==> config.mk <==
export PLATFORM = sky130hd
export DESIGN_NAME = frame_slot_display_scheduler_flat
export DESIGN_NICKNAME = d
export VERILOG_FILES = /design/src/rtl/fsds_pkg.sv /design/src/rtl/fsds_if.sv /design/src/rtl/fsds_front.sv /design/src/rtl/fsds_pool.sv /design/src/rtl/frame_slot_display_scheduler.sv /design/src/flat_wrapper.sv
export SDC_FILE = /design/constraint.sdc
export NUM_CORES = 2
export LEC_CHECK = 0
export ABC_AREA = 1
export CAP_MARGIN = 15
export CORE_ASPECT_RATIO = 1.2
export CORE_MARGIN = 8
export CORE_UTILIZATION = 35
export DETAILED_ROUTE_END_ITERATION = 10
export DONT_BUFFER_PORTS = 1
export PLACE_DENSITY = 0.58
export SETUP_SLACK_MARGIN = 0.05
export SYNTH_ARGS = -nofsm -noshare
export SYNTH_HDL_FRONTEND = slang
export SYNTH_SLANG_ARGS = --single-unit
==> constraint.sdc <==
create_clock -name clk -period 9.8 [get_ports clk]
set_input_delay 1.47 -clock clk [delete_from_list [all_inputs] [get_ports clk]]
set_output_delay 1.47 -clock clk [all_outputs]
set_load 0.05 [all_outputs]
==> src/rtl/fsds_pkg.sv <==
// Shared types and constants of the frame slot display scheduler.
package fsds_pkg;

	localparam int SLOTS = 3;
	localparam int SIDX_W = (SLOTS > 1) ? $clog2(SLOTS) : 1;

	localparam int CFG_IDX_W = 1;
	localparam int CFG_DATA_W = 32;
	localparam logic [CFG_IDX_W-1:0] CFG_FRAME_PERIOD = 1'd0;
	localparam logic [CFG_IDX_W-1:0] CFG_PLAY_LENGTH = 1'd1;

	localparam logic [19:0] PERIOD_RESET = 20'd33333;
	localparam logic [31:0] LENGTH_RESET = 32'd3600000;

	// Divide by 1000 is done as a shift by three and a divide by 125.
	// The 45-bit shifted value is split at bit 24, and 2^24 = 125 * 134217 + 91.
	localparam logic [17:0] DIV_HI_MUL = 18'd134217;
	localparam logic [6:0] DIV_HI_REM = 7'd91;
	// Reciprocal of 125 scaled by 2^35, exact for dividends below 2^28.
	localparam logic [28:0] DIV_LO_MUL = 29'd274877907;
	localparam int DIV_LO_SHIFT = 35;
	// 1000 * 2^32: from here on the position saturates.
	localparam logic [47:0] POS_SAT_US = 48'd4294967296000;

	typedef enum logic [1:0] {
		OP_START = 2'd0,
		OP_CLAIM = 2'd1,
		OP_READY = 2'd2,
		OP_TICK = 2'd3
	} op_t;

	typedef enum logic [2:0] {
		STAT_OK = 3'd0,
		STAT_NO_SLOT = 3'd1,
		STAT_NOT_PLAYING = 3'd2,
		STAT_ENDED = 3'd3,
		STAT_NOT_DUE = 3'd4,
		STAT_SHOWN = 3'd5,
		STAT_UNDERRUN = 3'd6
	} status_t;

	typedef enum logic [1:0] {
		SLOT_EMPTY = 2'd0,
		SLOT_FILLING = 2'd1,
		SLOT_READY = 2'd2,
		SLOT_DISPLAYING = 2'd3
	} slot_state_t;

	// Item handed from the divider front end to the pool stage.
	typedef struct packed {
		op_t op;
		logic [2:0] sel;
		logic [47:0] now;
		logic [47:0] elapsed;
		logic [47:0] limit;
		logic limit_ok;
		logic sat;
		logic [31:0] pos_hi;
		logic [21:0] pos_lo;
	} work_t;

endpackage

==> src/rtl/fsds_if.sv <==
// Valid/ready channel interfaces for input items and result items.
interface fsds_item_if;
	logic valid;
	logic ready;
	logic [1:0] op;
	logic [2:0] slot_sel;
	logic [47:0] now_us;
	logic [47:0] elapsed_us;

	modport source(output valid, op, slot_sel, now_us, elapsed_us, input ready);
	modport sink(input valid, op, slot_sel, now_us, elapsed_us, output ready);
endinterface

interface fsds_result_if;
	logic valid;
	logic ready;
	logic [2:0] status;
	logic [2:0] slot_out;
	logic [47:0] shown_pts;
	logic [31:0] play_pos_ms;
	logic [2:0] dropped_now;
	logic [31:0] decoded_count;
	logic [31:0] dropped_count;
	logic [31:0] underrun_count;

	modport source(output valid, status, slot_out, shown_pts, play_pos_ms, dropped_now,
		decoded_count, dropped_count, underrun_count, input ready);
	modport sink(input valid, status, slot_out, shown_pts, play_pos_ms, dropped_now,
		decoded_count, dropped_count, underrun_count, output ready);
endinterface

==> src/rtl/fsds_front.sv <==
// Input register and the two stage divide by 1000 that feeds the pool stage.
module fsds_front (
	input logic clk,
	input logic arst_n,
	fsds_item_if.sink item,
	input logic [19:0] period,
	output logic work_valid,
	input logic work_ready,
	output fsds_pkg::work_t work
);

	typedef struct packed {
		fsds_pkg::op_t op;
		logic [2:0] sel;
		logic [47:0] now;
		logic [47:0] elapsed;
	} in_t;

	typedef struct packed {
		fsds_pkg::op_t op;
		logic [2:0] sel;
		logic [47:0] now;
		logic [47:0] elapsed;
		logic [47:0] limit;
		logic limit_ok;
		logic sat;
		logic [31:0] pos_hi;
		logic [27:0] rem;
	} mid_t;

	in_t in_s1;
	mid_t mid_s2;
	fsds_pkg::work_t work_s3;
	logic v_s1, v_s2, v_s3;
	logic adv_s1, adv_s2, adv_s3;

	logic [44:0] x;
	logic [38:0] hi_full;
	logic [56:0] lo_prod;
	mid_t mid_d;

	assign adv_s3 = !v_s3 || work_ready;
	assign adv_s2 = !v_s2 || adv_s3;
	assign adv_s1 = !v_s1 || adv_s2;
	assign item.ready = adv_s1;

	always_ff @(posedge clk or negedge arst_n) begin
		if (!arst_n) begin
			v_s1 <= 1'b0;
			v_s2 <= 1'b0;
			v_s3 <= 1'b0;
		end else begin
			if (adv_s1) v_s1 <= item.valid;
			if (adv_s2) v_s2 <= v_s1;
			if (adv_s3) v_s3 <= v_s2;
		end
	end

	// Stage one to two: split the shifted value and fold the high part.
	always_comb begin
		x = in_s1.elapsed[47:3];
		hi_full = 39'(x[44:24]) * 39'(fsds_pkg::DIV_HI_MUL);
		mid_d.op = in_s1.op;
		mid_d.sel = in_s1.sel;
		mid_d.now = in_s1.now;
		mid_d.elapsed = in_s1.elapsed;
		mid_d.limit = in_s1.elapsed - 48'(period);
		mid_d.limit_ok = in_s1.elapsed >= 48'(period);
		mid_d.sat = in_s1.elapsed >= fsds_pkg::POS_SAT_US;
		// Only used when not saturated, where the high part is below 2^32.
		mid_d.pos_hi = hi_full[31:0];
		mid_d.rem = 28'(x[44:24]) * 28'(fsds_pkg::DIV_HI_REM) + 28'(x[23:0]);
	end

	assign lo_prod = 57'(mid_s2.rem) * 57'(fsds_pkg::DIV_LO_MUL);

	always_ff @(posedge clk) begin
		if (adv_s1 && item.valid) begin
			in_s1.op <= fsds_pkg::op_t'(item.op);
			in_s1.sel <= item.slot_sel;
			in_s1.now <= item.now_us;
			in_s1.elapsed <= item.elapsed_us;
		end
		if (adv_s2 && v_s1) mid_s2 <= mid_d;
		if (adv_s3 && v_s2) begin
			work_s3.op <= mid_s2.op;
			work_s3.sel <= mid_s2.sel;
			work_s3.now <= mid_s2.now;
			work_s3.elapsed <= mid_s2.elapsed;
			work_s3.limit <= mid_s2.limit;
			work_s3.limit_ok <= mid_s2.limit_ok;
			work_s3.sat <= mid_s2.sat;
			work_s3.pos_hi <= mid_s2.pos_hi;
			work_s3.pos_lo <= lo_prod[fsds_pkg::DIV_LO_SHIFT+21:fsds_pkg::DIV_LO_SHIFT];
		end
	end

	assign work_valid = v_s3;
	assign work = work_s3;

endmodule

==> src/rtl/fsds_pool.sv <==
// Slot pool state, configuration registers, scheduling decisions and result register.
module fsds_pool (
	input logic clk,
	input logic arst_n,
	input logic cfg_we,
	input logic [fsds_pkg::CFG_IDX_W-1:0] cfg_index,
	input logic [fsds_pkg::CFG_DATA_W-1:0] cfg_data,
	output logic [19:0] period,
	input logic work_valid,
	output logic work_ready,
	input fsds_pkg::work_t work,
	fsds_result_if.source result
);

	localparam int SLOTS = fsds_pkg::SLOTS;
	localparam int SIDX_W = fsds_pkg::SIDX_W;

	logic [19:0] period_q;
	logic [31:0] length_q;

	fsds_pkg::slot_state_t state_q [SLOTS];
	logic [47:0] stamp_q [SLOTS];
	logic [SIDX_W-1:0] shown_q;
	logic shown_v_q;
	logic [47:0] last_q;
	logic [47:0] next_stamp_q;
	logic playing_q;
	logic [31:0] decoded_q, dropped_q, underrun_q;

	logic res_v_q;
	fsds_pkg::status_t res_status_q;
	logic [2:0] res_slot_q;
	logic [47:0] res_pts_q;
	logic [31:0] res_pos_q;
	logic [2:0] res_drop_q;

	fsds_pkg::slot_state_t state_d [SLOTS];
	logic [SIDX_W-1:0] shown_d;
	logic shown_v_d;
	logic [47:0] last_d;
	logic [47:0] next_stamp_d;
	logic playing_d;
	logic [31:0] decoded_d, dropped_d, underrun_d;
	logic stamp_we;
	logic [SIDX_W-1:0] sel_idx;
	fsds_pkg::status_t status_d;
	logic [2:0] slot_d;
	logic [47:0] pts_d;
	logic [31:0] pos_d;
	logic [2:0] drop_d;

	logic fire;
	logic [31:0] pos;
	logic sel_ok;
	logic found;
	logic [SIDX_W-1:0] pick;
	logic pick_v;

	assign work_ready = !res_v_q || result.ready;
	assign fire = work_valid && work_ready;
	assign period = period_q;
	assign sel_idx = work.sel[SIDX_W-1:0];
	assign sel_ok = {1'b0, work.sel} < 4'(SLOTS);
	assign pos = work.sat ? 32'hFFFF_FFFF : work.pos_hi + 32'(work.pos_lo);

	always_comb begin
		for (int i = 0; i < SLOTS; i++) state_d[i] = state_q[i];
		shown_d = shown_q;
		shown_v_d = shown_v_q;
		last_d = last_q;
		next_stamp_d = next_stamp_q;
		playing_d = playing_q;
		decoded_d = decoded_q;
		dropped_d = dropped_q;
		underrun_d = underrun_q;
		stamp_we = 1'b0;
		status_d = fsds_pkg::STAT_OK;
		slot_d = 3'd0;
		pts_d = 48'd0;
		pos_d = 32'd0;
		drop_d = 3'd0;
		found = 1'b0;
		pick = '0;
		pick_v = 1'b0;
		case (work.op)
			fsds_pkg::OP_START: begin
				for (int i = 0; i < SLOTS; i++) state_d[i] = fsds_pkg::SLOT_EMPTY;
				shown_d = '0;
				shown_v_d = 1'b0;
				next_stamp_d = 48'd0;
				decoded_d = 32'd0;
				dropped_d = 32'd0;
				underrun_d = 32'd0;
				playing_d = 1'b1;
				last_d = work.now;
			end
			fsds_pkg::OP_CLAIM: begin
				status_d = fsds_pkg::STAT_NO_SLOT;
				for (int i = 0; i < SLOTS; i++) begin
					if (!found && state_q[i] == fsds_pkg::SLOT_EMPTY) begin
						found = 1'b1;
						state_d[i] = fsds_pkg::SLOT_FILLING;
						status_d = fsds_pkg::STAT_OK;
						slot_d = 3'(i);
					end
				end
			end
			fsds_pkg::OP_READY: begin
				slot_d = work.sel;
				if (sel_ok && state_q[sel_idx] == fsds_pkg::SLOT_FILLING) begin
					stamp_we = 1'b1;
					pts_d = next_stamp_q;
					next_stamp_d = next_stamp_q + 48'(period_q);
					state_d[sel_idx] = fsds_pkg::SLOT_READY;
					decoded_d = decoded_q + 32'd1;
				end else begin
					status_d = fsds_pkg::STAT_NO_SLOT;
				end
			end
			fsds_pkg::OP_TICK: begin
				if (!playing_q) begin
					status_d = fsds_pkg::STAT_NOT_PLAYING;
				end else begin
					pos_d = pos;
					if (pos >= length_q) begin
						playing_d = 1'b0;
						status_d = fsds_pkg::STAT_ENDED;
					end else if ((work.now - last_q) < 48'(period_q)) begin
						status_d = fsds_pkg::STAT_NOT_DUE;
					end else begin
						if (shown_v_q) state_d[shown_q] = fsds_pkg::SLOT_EMPTY;
						// Lowest ready slot first; a later ready slot wins only if its stamp is already due and newer.
						for (int i = 0; i < SLOTS; i++) begin
							if (state_d[i] == fsds_pkg::SLOT_READY &&
								(!pick_v || (stamp_q[i] <= work.elapsed &&
								stamp_q[i] > stamp_q[pick]))) begin
								pick = SIDX_W'(i);
								pick_v = 1'b1;
							end
						end
						if (pick_v) begin
							if (work.limit_ok) begin
								for (int i = 0; i < SLOTS; i++) begin
									if (SIDX_W'(i) != pick &&
										state_d[i] == fsds_pkg::SLOT_READY &&
										stamp_q[i] < work.limit) begin
										state_d[i] = fsds_pkg::SLOT_EMPTY;
										drop_d = drop_d + 3'd1;
									end
								end
							end
							state_d[pick] = fsds_pkg::SLOT_DISPLAYING;
							shown_d = pick;
							shown_v_d = 1'b1;
							last_d = work.now;
							dropped_d = dropped_q + 32'(drop_d);
							status_d = fsds_pkg::STAT_SHOWN;
							slot_d = 3'(pick);
							pts_d = stamp_q[pick];
						end else begin
							shown_d = '0;
							shown_v_d = 1'b0;
							underrun_d = underrun_q + 32'd1;
							status_d = fsds_pkg::STAT_UNDERRUN;
						end
					end
				end
			end
			default: begin
				status_d = fsds_pkg::STAT_OK;
			end
		endcase
	end

	always_ff @(posedge clk or negedge arst_n) begin
		if (!arst_n) begin
			period_q <= fsds_pkg::PERIOD_RESET;
			length_q <= fsds_pkg::LENGTH_RESET;
			for (int i = 0; i < SLOTS; i++) state_q[i] <= fsds_pkg::SLOT_EMPTY;
			shown_q <= '0;
			shown_v_q <= 1'b0;
			last_q <= 48'd0;
			next_stamp_q <= 48'd0;
			playing_q <= 1'b0;
			decoded_q <= 32'd0;
			dropped_q <= 32'd0;
			underrun_q <= 32'd0;
			res_v_q <= 1'b0;
		end else begin
			if (cfg_we) begin
				case (cfg_index)
					fsds_pkg::CFG_FRAME_PERIOD: period_q <= cfg_data[19:0];
					fsds_pkg::CFG_PLAY_LENGTH: length_q <= cfg_data[31:0];
					default: period_q <= period_q;
				endcase
			end
			if (fire) begin
				for (int i = 0; i < SLOTS; i++) state_q[i] <= state_d[i];
				shown_q <= shown_d;
				shown_v_q <= shown_v_d;
				last_q <= last_d;
				next_stamp_q <= next_stamp_d;
				playing_q <= playing_d;
				decoded_q <= decoded_d;
				dropped_q <= dropped_d;
				underrun_q <= underrun_d;
			end
			if (work_ready) res_v_q <= work_valid;
		end
	end

	// Stamps are only read while their slot is ready, so they need no reset.
	always_ff @(posedge clk) begin
		if (fire && stamp_we) stamp_q[sel_idx] <= next_stamp_q;
		if (fire) begin
			res_status_q <= status_d;
			res_slot_q <= slot_d;
			res_pts_q <= pts_d;
			res_pos_q <= pos_d;
			res_drop_q <= drop_d;
		end
	end

	assign result.valid = res_v_q;
	assign result.status = res_status_q;
	assign result.slot_out = res_slot_q;
	assign result.shown_pts = res_pts_q;
	assign result.play_pos_ms = res_pos_q;
	assign result.dropped_now = res_drop_q;
	assign result.decoded_count = decoded_q;
	assign result.dropped_count = dropped_q;
	assign result.underrun_count = underrun_q;

endmodule

==> src/rtl/frame_slot_display_scheduler.sv <==
// Top level of the frame slot display scheduler.
// Takes one item per clock cycle while the result side is ready and returns one result
// per item through an input register, two stages that divide the elapsed time by 1000
// through constant multiplies, and the pool stage that reads and updates the slot pool
// and loads the result register in the same cycle, and so sets the rate of one item per
// cycle. Stalls on the result side fill the empty stages first, so input is still taken
// while a result waits, until they are full. Configuration is written through cfg_we,
// cfg_index and cfg_data; the user must do so only while the block is idle (unchecked).
module frame_slot_display_scheduler (
	input logic clk,
	input logic arst_n,
	fsds_item_if.sink item,
	fsds_result_if.source result,
	input logic cfg_we,
	input logic [fsds_pkg::CFG_IDX_W-1:0] cfg_index,
	input logic [fsds_pkg::CFG_DATA_W-1:0] cfg_data
);

	logic [19:0] period;
	logic work_valid;
	logic work_ready;
	fsds_pkg::work_t work;

	fsds_front u_front (
		.clk(clk),
		.arst_n(arst_n),
		.item(item),
		.period(period),
		.work_valid(work_valid),
		.work_ready(work_ready),
		.work(work)
	);

	fsds_pool u_pool (
		.clk(clk),
		.arst_n(arst_n),
		.cfg_we(cfg_we),
		.cfg_index(cfg_index),
		.cfg_data(cfg_data),
		.period(period),
		.work_valid(work_valid),
		.work_ready(work_ready),
		.work(work),
		.result(result)
	);

endmodule

==> src/flat_wrapper.sv <==
// flat-port wrapper written by rule: the top's interface ports become plain ports
module frame_slot_display_scheduler_flat 
  (clk, arst_n, cfg_we, cfg_index, cfg_data, item_valid, item_op, item_slot_sel, item_now_us, item_elapsed_us, item_ready, result_valid, result_status, result_slot_out, result_shown_pts, result_play_pos_ms, result_dropped_now, result_decoded_count, result_dropped_count, result_underrun_count, result_ready);
  fsds_item_if item_i ();
  fsds_result_if result_i ();
  input logic clk;
  input logic arst_n;
  input logic cfg_we;
  input logic [fsds_pkg::CFG_IDX_W-1:0] cfg_index;
  input logic [fsds_pkg::CFG_DATA_W-1:0] cfg_data;
  input wire logic [$bits(item_i.valid)-1:0] item_valid;
  input wire logic [$bits(item_i.op)-1:0] item_op;
  input wire logic [$bits(item_i.slot_sel)-1:0] item_slot_sel;
  input wire logic [$bits(item_i.now_us)-1:0] item_now_us;
  input wire logic [$bits(item_i.elapsed_us)-1:0] item_elapsed_us;
  output wire logic [$bits(item_i.ready)-1:0] item_ready;
  output wire logic [$bits(result_i.valid)-1:0] result_valid;
  output wire logic [$bits(result_i.status)-1:0] result_status;
  output wire logic [$bits(result_i.slot_out)-1:0] result_slot_out;
  output wire logic [$bits(result_i.shown_pts)-1:0] result_shown_pts;
  output wire logic [$bits(result_i.play_pos_ms)-1:0] result_play_pos_ms;
  output wire logic [$bits(result_i.dropped_now)-1:0] result_dropped_now;
  output wire logic [$bits(result_i.decoded_count)-1:0] result_decoded_count;
  output wire logic [$bits(result_i.dropped_count)-1:0] result_dropped_count;
  output wire logic [$bits(result_i.underrun_count)-1:0] result_underrun_count;
  input wire logic [$bits(result_i.ready)-1:0] result_ready;
  assign item_i.valid = item_valid;
  assign item_i.op = item_op;
  assign item_i.slot_sel = item_slot_sel;
  assign item_i.now_us = item_now_us;
  assign item_i.elapsed_us = item_elapsed_us;
  assign item_ready = item_i.ready;
  assign result_valid = result_i.valid;
  assign result_status = result_i.status;
  assign result_slot_out = result_i.slot_out;
  assign result_shown_pts = result_i.shown_pts;
  assign result_play_pos_ms = result_i.play_pos_ms;
  assign result_dropped_now = result_i.dropped_now;
  assign result_decoded_count = result_i.decoded_count;
  assign result_dropped_count = result_i.dropped_count;
  assign result_underrun_count = result_i.underrun_count;
  assign result_i.ready = result_ready;
  frame_slot_display_scheduler u_core (.clk(clk), .arst_n(arst_n), .item(item_i), .result(result_i), .cfg_we(cfg_we), .cfg_index(cfg_index), .cfg_data(cfg_data));
endmodule
**Yosys cells after proc, flatten, opt, wreduce, memory -nomap -nowiden**

Memories as Yosys holds them, arrays and structs flattened.
Index checks and enable logic that the tools add are counted.

- Reduce and logical (&&, ||, !) cells: 54
- Multiply operators: 3
- Equal/unequal tests: 18
- Add/subtract/negate cells: 10
- Bitwise logic cells: 13
- Multiplexer cells: 145
- Magnitude comparators: 18

Operator list:

| cell | number |
|---|---|
| 48-bit two-way mux | 10 |
| 32-bit two-way mux | 10 |
| 48-bit case mux with 2 select lines | 3 |
| 32-bit case mux with 2 select lines | 3 |
| 48-bit < comparator | 3 |
| 48-bit greater-than comparator | 2 |
| 48-bit less-or-equal comparator | 2 |
| 6-bit two-way mux | 16 |
| 3-bit two-way mux | 25 |
| 2-bit two-way mux | 35 |
| 32-bit by 1-bit adder with 32-bit output (second input constant) | 2 |
| 28-bit by 29-bit multiplier with 57-bit output (second input constant) | 1 |
| 48-bit by 20-bit adder with 48-bit output | 1 |
| 48-bit by 20-bit >= comparator with 1-bit output | 1 |
| 48-bit by 42-bit >= comparator with 1-bit output (second input constant) | 1 |
| 48-bit by 20-bit < comparator with 1-bit output | 1 |
| 48-bit by 20-bit subtractor with 48-bit output | 1 |
| 48-bit subtractor | 1 |
| 1-bit two-way mux | 33 |
| 32-bit by 22-bit adder with 32-bit output | 1 |
| 32-bit by 3-bit adder with 32-bit output | 1 |
| 32-bit >= comparator | 1 |
| 21-bit by 18-bit multiplier with 32-bit output (second input constant) | 1 |
| 6-bit AND reduction | 5 |
| other kinds (34) | 101 |

- Logic and storage cells: 306
- Output and inout port bits: 187
- Bits of input ports: 139
- Register bits after elaboration: 864
- Memories: 1
- Memory bits (writable): 144

Memory list:

| memory | depth | width | read ports | clocked after memory_dff | wr ports | RTL line | text |
|---|---|---|---|---|---|---|---|
| u_core.u_pool.stamp_q | 3 | 48 | 5 | 0 | 1 | fsds_pool.sv:22 | `logic [47:0] stamp_q [SLOTS];` |

**Longest topological paths before layout**

An unclocked memory read counts as a cell.

- Word-level depth: 68
- Depth in mapped cells: 57

**By module**

Synthesis repeated with hierarchy kept, for this count alone.

- Cell total of the unflattened synthesis: 9,039
- Area, all modules: 78,769.3 um^2

By module, submodules not included:

| module | area an instance (um^2) | times used | cells each |
|---|---|---|---|
| fsds_front | 40,899.2 | 1 | 3,974 |
| fsds_pool | 37,870.1 | 1 | 5,065 |

**Least setup slack after synthesis**

OpenSTA, ideal clock, no wires.

- Path kind: input to register
- Start point: input port result_ready
- End point: memory u_core.u_pool.stamp_q[0][0] (enable)
- Stages: 7
- Path slack: 1.082 ns
- Setup time: 0.454 ns
- Data required time: 9.346 ns
- Data arrival time: 8.264 ns
- Buffers on the path: 1
- Cells stage by stage: nor2_1 > nor2_1 > inv_1 > nor2_1 > inv_1 > clkbuf_1 > nor2_1

- Word-level cells in the longest chain between the ends: 5

Ends and longest elaborated chain:

| item | RTL line | text |
|---|---|---|
| start: declaration | flat_wrapper.sv:26 | `input wire logic [$bits(result_i.ready)-1:0] result_ready;` |
| 1-bit logical OR | fsds_pool.sv:59 | `assign work_ready = !res_v_q \|\| result.ready;` |
| 1-bit logical AND | fsds_pool.sv:60 | `assign fire = work_valid && work_ready;` |
| via u_core.u_pool.fire | fsds_pool.sv:52 | `logic fire;` |
| 1-bit logical AND | fsds_pool.sv:214 | `if (fire && stamp_we) stamp_q[sel_idx] <= next_stamp_q;` |
| 1-bit two-way mux | fsds_pool.sv:214 |  |
| 1-bit two-way mux (implied by the code) | fsds_pool.sv:214 |  |
| end: declaration | fsds_pool.sv:22 |  |

The timed path passes the listed nets, and every way through them passes these cells.

**Worst setup path in the final report**

- Start point: register u_core.u_front.work_s3 (netlist bit u_core.u_front.work[132])
- End point: register u_core.u_pool.dropped_q[25], in the netlist u_core.u_pool.result.dropped_count[25]

- Word-level cells in the longest chain between the ends: 51

Ends and longest elaborated chain:

| item | RTL line | text |
|---|---|---|
| start: declaration | fsds_front.sv:33 | `fsds_pkg::work_t work_s3;` |
| 48-bit less-or-equal comparator | fsds_pool.sv:135 | `(!pick_v \|\| (stamp_q[i] <= work.elapsed &&` |
| 1-bit logical AND | fsds_pool.sv:135 |  |
| 1-bit logical OR | fsds_pool.sv:135 |  |
| 1-bit logical AND | fsds_pool.sv:134 | `if (state_d[i] == fsds_pkg::SLOT_READY &&` |
| 2-bit two-way mux | fsds_pool.sv:134 |  |
| 2-bit two-way mux | fsds_pool.sv:128 | `end else if ((work.now - last_q) < 48'(period_q)) begin` |
| 2-bit two-way mux | fsds_pool.sv:125 | `if (pos >= length_q) begin` |
| 2-bit two-way mux | fsds_pool.sv:121 | `if (!playing_q) begin` |
| [35 not listed] | n/a |  |
| 3-bit two-way mux | fsds_pool.sv:121 |  |
| 3-bit two-way mux | fsds_pool.sv:85 | `case (work.op)` |
| 32-bit by 3-bit adder with 32-bit output | fsds_pool.sv:156 | `dropped_d = dropped_q + 32'(drop_d);` |
| 32-bit two-way mux | fsds_pool.sv:141 | `if (pick_v) begin` |
| 32-bit two-way mux | fsds_pool.sv:128 |  |
| 32-bit two-way mux | fsds_pool.sv:125 |  |
| 32-bit two-way mux | fsds_pool.sv:121 |  |
| 32-bit case mux with 2 select lines | fsds_pool.sv:85 |  |
| end signal: assignment | fsds_pool.sv:205 | `dropped_q <= dropped_d;` |
| end: declaration | fsds_pool.sv:28 | `logic [31:0] decoded_q, dropped_q, underrun_q;` |

Parallel ways exist; a longest one is shown, timed or not. The select of a mux whose other input is x is not followed.
A chain may end at the register's enable or synchronous reset.

==> results.md <==
- Total of max-cap violations: 0
- Post-layout net count: 9,669
- Clock Sink Count: 1,002
- Initial Util: 35.15%
- Maximum count of clock buffers along a single path: 3
- DRC: 0
- Adder-cell area share of the yosys netlist: 27.61%
- Largest net degree at the start of global routing: 259
- Min cycle time layout: 8.406 ns
- Fraction of layout instances using a drive strength above 1: 4.971%
- Source-to-sink clock delay at the later pin of the worst-skew pair: 0.79 ns
- # port buffers: 0
- Post-CTS Resized: 0
- Initial antenna violation count: 35
- Max stage delay on crit path: 0.54 ns
- Mean routed wirelength per cell: 21.28 um
- Post-synth ARST share: 25.75%
- Root buf cell: clkbuf_16
- Hold violation count in the final report: 0
- GRT Residual Overflow: 0
- Final setup fails: 0
- Setup crit end kind: register
- Synthesized flop and latch total: 1,002
- Post-synthesis cell count: 8,033
- Main combinational cell family by area after synthesis: adder cells
- Number of detailed-route iterations in the first pass: 5
- # H-tree levels: 3
- Half-perimeter wire length of the detailed placement result: 192,200 um
- EDFF count, synth: 744
- TritonCTS clock tree: yes
- Floorplan die width: 439.1 um
- XOR/XNOR Fraction of Synth Area: 2.132%
- Setup Fix Bufs, Post-CTS: 0
- Master of the slowest instance on the critical path: nor3b_1
- Headroom to the max-slew limit: 19.41%
- Share of the yosys chip area belonging to registers: 38.33%
- Number of standard-cell rows in the floorplan: 186
- Routed via count: 55,350
- Count of yosys warnings during synthesis: 0
- Setup TNS: 0 ns
- RePlAce Congestion: 0.9452
- Layout Area Growth over Synthesis: 10.04%
- Data required time of the worst path: 10.50 ns
- Die Outline Area: 0.2300 sq mm
- Unrepaired setup endpoints after global routing: false
- Area fraction in compound gates after synthesis: 9.291%
- Place WS: 1.412 ns
- Global-route usage over all layers: 19.90%
- Pins Over Slew Limit: 0
- Most used DFF post-synth: edfxtp_1
- Commonest cells after routing, fill and taps aside: 1,584 x inv_1, 1,452 x nand2_1, 1,034 x ha_1
- Crit path max fanout: 41
- Post-synthesis share of cell area spent on and, or, nand and nor gates: 14.03%
- Hold_buf cts: 0
- Run status: complete, no violations
- Via count of the first global-routing pass: 56,150
- Synthesized netlist net count: 9,597
- Peak clock frequency supported by timing: 0.1190 GHz
- Wire length of the first global-routing pass: 349,100 um
- Measured slew at the worst slew-check pin: 1.208 ns
- Clock-pin transition on the worst setup and hold timing paths: 0.06 ns
- Share of cell area taken by muxes after synthesis: 0%
- Final setup skew: 0.07098 ns
- Data arrival, critical path: 9.11 ns
- Total CTS buffers: 114
- Cell area after synthesis: 0.07518 sq mm
- Most Frequent Cell on Critical Path: nand2_1
- Critical path startpoint category: register
- Std-Cell Core Area: 0.2139 sq mm
- Min-delay worst type: in -> async
- Worst setup path category: reg -> reg
- Vertical die dimension: 523.7 um
- Number of nets with antenna violations after routing: 0
- Final critical-path share of the clock period: 85.78%
- Most frequent standard cell in the layout excluding fill and tap cells: inv_1
- Library cells used by synthesis: 63
- Via count normalized by instance count: 5.013
- Final Routed Wirelength: 234,900 um
- Avg Cell Area, Syn: 9.359 sq um
- Violation count after the first detailed-route iteration: 3,292
- Least setup slack across all paths after layout: 1.394 ns
- I/O pin total: 326
final timing paths:
kind	start	end	slack, ns	depth (start not counted)
max	u_core.u_front.work[132]	u_core.u_pool.result.dropped_count[25]	1.39	44
min	arst_n	u_core.u_pool.result.underrun_count[13]	0.39	0
max reg2reg	u_core.u_front.work[132]	u_core.u_pool.result.dropped_count[25]	1.39	44
min reg2reg	u_core.u_front.mid_s2[128]	u_core.u_front.work[122]	0.41	0
max in group asynchronous	arst_n	u_core.u_pool.length_q[22]	8.67	0
min in group clk	u_core.u_front.mid_s2[128]	u_core.u_front.work[122]	0.41	0
Yosys cell counts (38+ instances only):
master	instances	area share [%]
o21ai_0	365	2.4
fa_1	390	10
clkbuf_1	50	0.25
nand4_1	96	0.80
xnor2_1	49	0.57
inv_1	1586	7.9
nand3_1	208	1.4
o22ai_1	53	0.44
nand2_1	1455	7.3
or2_2	49	0.41
nor2_1	451	2.3
o21ai_1	54	0.36
nor4_1	45	0.37
ha_1	1035	17
a21oi_1	493	3.3
nor3_1	108	0.72
xor2_1	134	1.6
dfrtp_1	241	8.0
edfxtp_1	744	30
a21o_1	38	0.38
layout make-up:
type / count / area (sq um)
Multi-Input combinational cell: 5341 / 39950
Inverter: 1598 / 6013
Sequential cell: 1002 / 28820
Tap cell: 2820 / 3528
Clock buffer: 136 / 3062
Fill cell: 21160 / 131100
Antenna cell: 14 / 35.03
Timing Repair Buffer: 48 / 397.9
Clock inverter: 82 / 923.4
cells by family (layout without fill, tap and decap cells):
group / after synthesis / count (layout)
AO/OA/AOI/OAI: 1237 / 1237
XOR/XNOR: 183 / 183
adder cells (fa/ha/maj): 1425 / 1425
buffers and inverters: 1690 / 1864
flip-flops: 1002 / 1002
other: 0 / 14
AND/OR/NAND/NOR: 2496 / 2496
stage by stage:
step	utilization (%)	cells	hold slack [ns]	cell area, sq um
2_1_floorplan	-	8033	0.4003	75180
3_5_place_dp	36.80	10810	0.4045	78710
3_3_place_gp	36.80	10810	0.4004	78710
5_1_grt	38.68	11040	0.3444	82730
6_report	38.68	11040	0.3850	82730
4_1_cts	38.67	11030	0.3007	82700
state kept, by name (all words and copies together), names as in the netlist, 32 cells and up:
name,cells
u_core.u_front.in_s1,101
u_core.u_front.mid_s2,208
u_core.u_front.work,202
u_core.u_pool.last_q,48
u_core.u_pool.length_q,32
u_core.u_pool.next_stamp_q,48
u_core.u_pool.result.decoded_count,32
u_core.u_pool.result.dropped_count,32
u_core.u_pool.result.play_pos_ms,32
u_core.u_pool.result.shown_pts,48
u_core.u_pool.result.underrun_count,32
u_core.u_pool.stamp_q,144
critical path, delay by kind of cell (launching register included):
| kind | cells | cell delay, ns |
|---|---|---|
| and+or+nand+nor | 30 | 5.41 |
| adders and majority gates | 4 | 1.09 |
| buffers and inverters | 7 | 0.96 |
| DFF | 1 | 0.36 |
| AOI/OAI and AO/OA | 2 | 0.30 |
| xor gates and xnor gates | 1 | 0.16 |
layer usage:
metal | GRT usage, % | vias to the layer above | part of all wire (%)
met3 | 2.991 | 413 | 5.1
met5 | 0 | - | 0.074
met2 | 34.28 | 1411 | 48
li1 | - | 26750 | -
met4 | 9.314 | 26 | 4.9
met1 | 24.53 | 26750 | 42
Power is left out: the tool's default activity adds up to more than one toggle a clock period on the data nets, which glitch-free logic cannot reach.
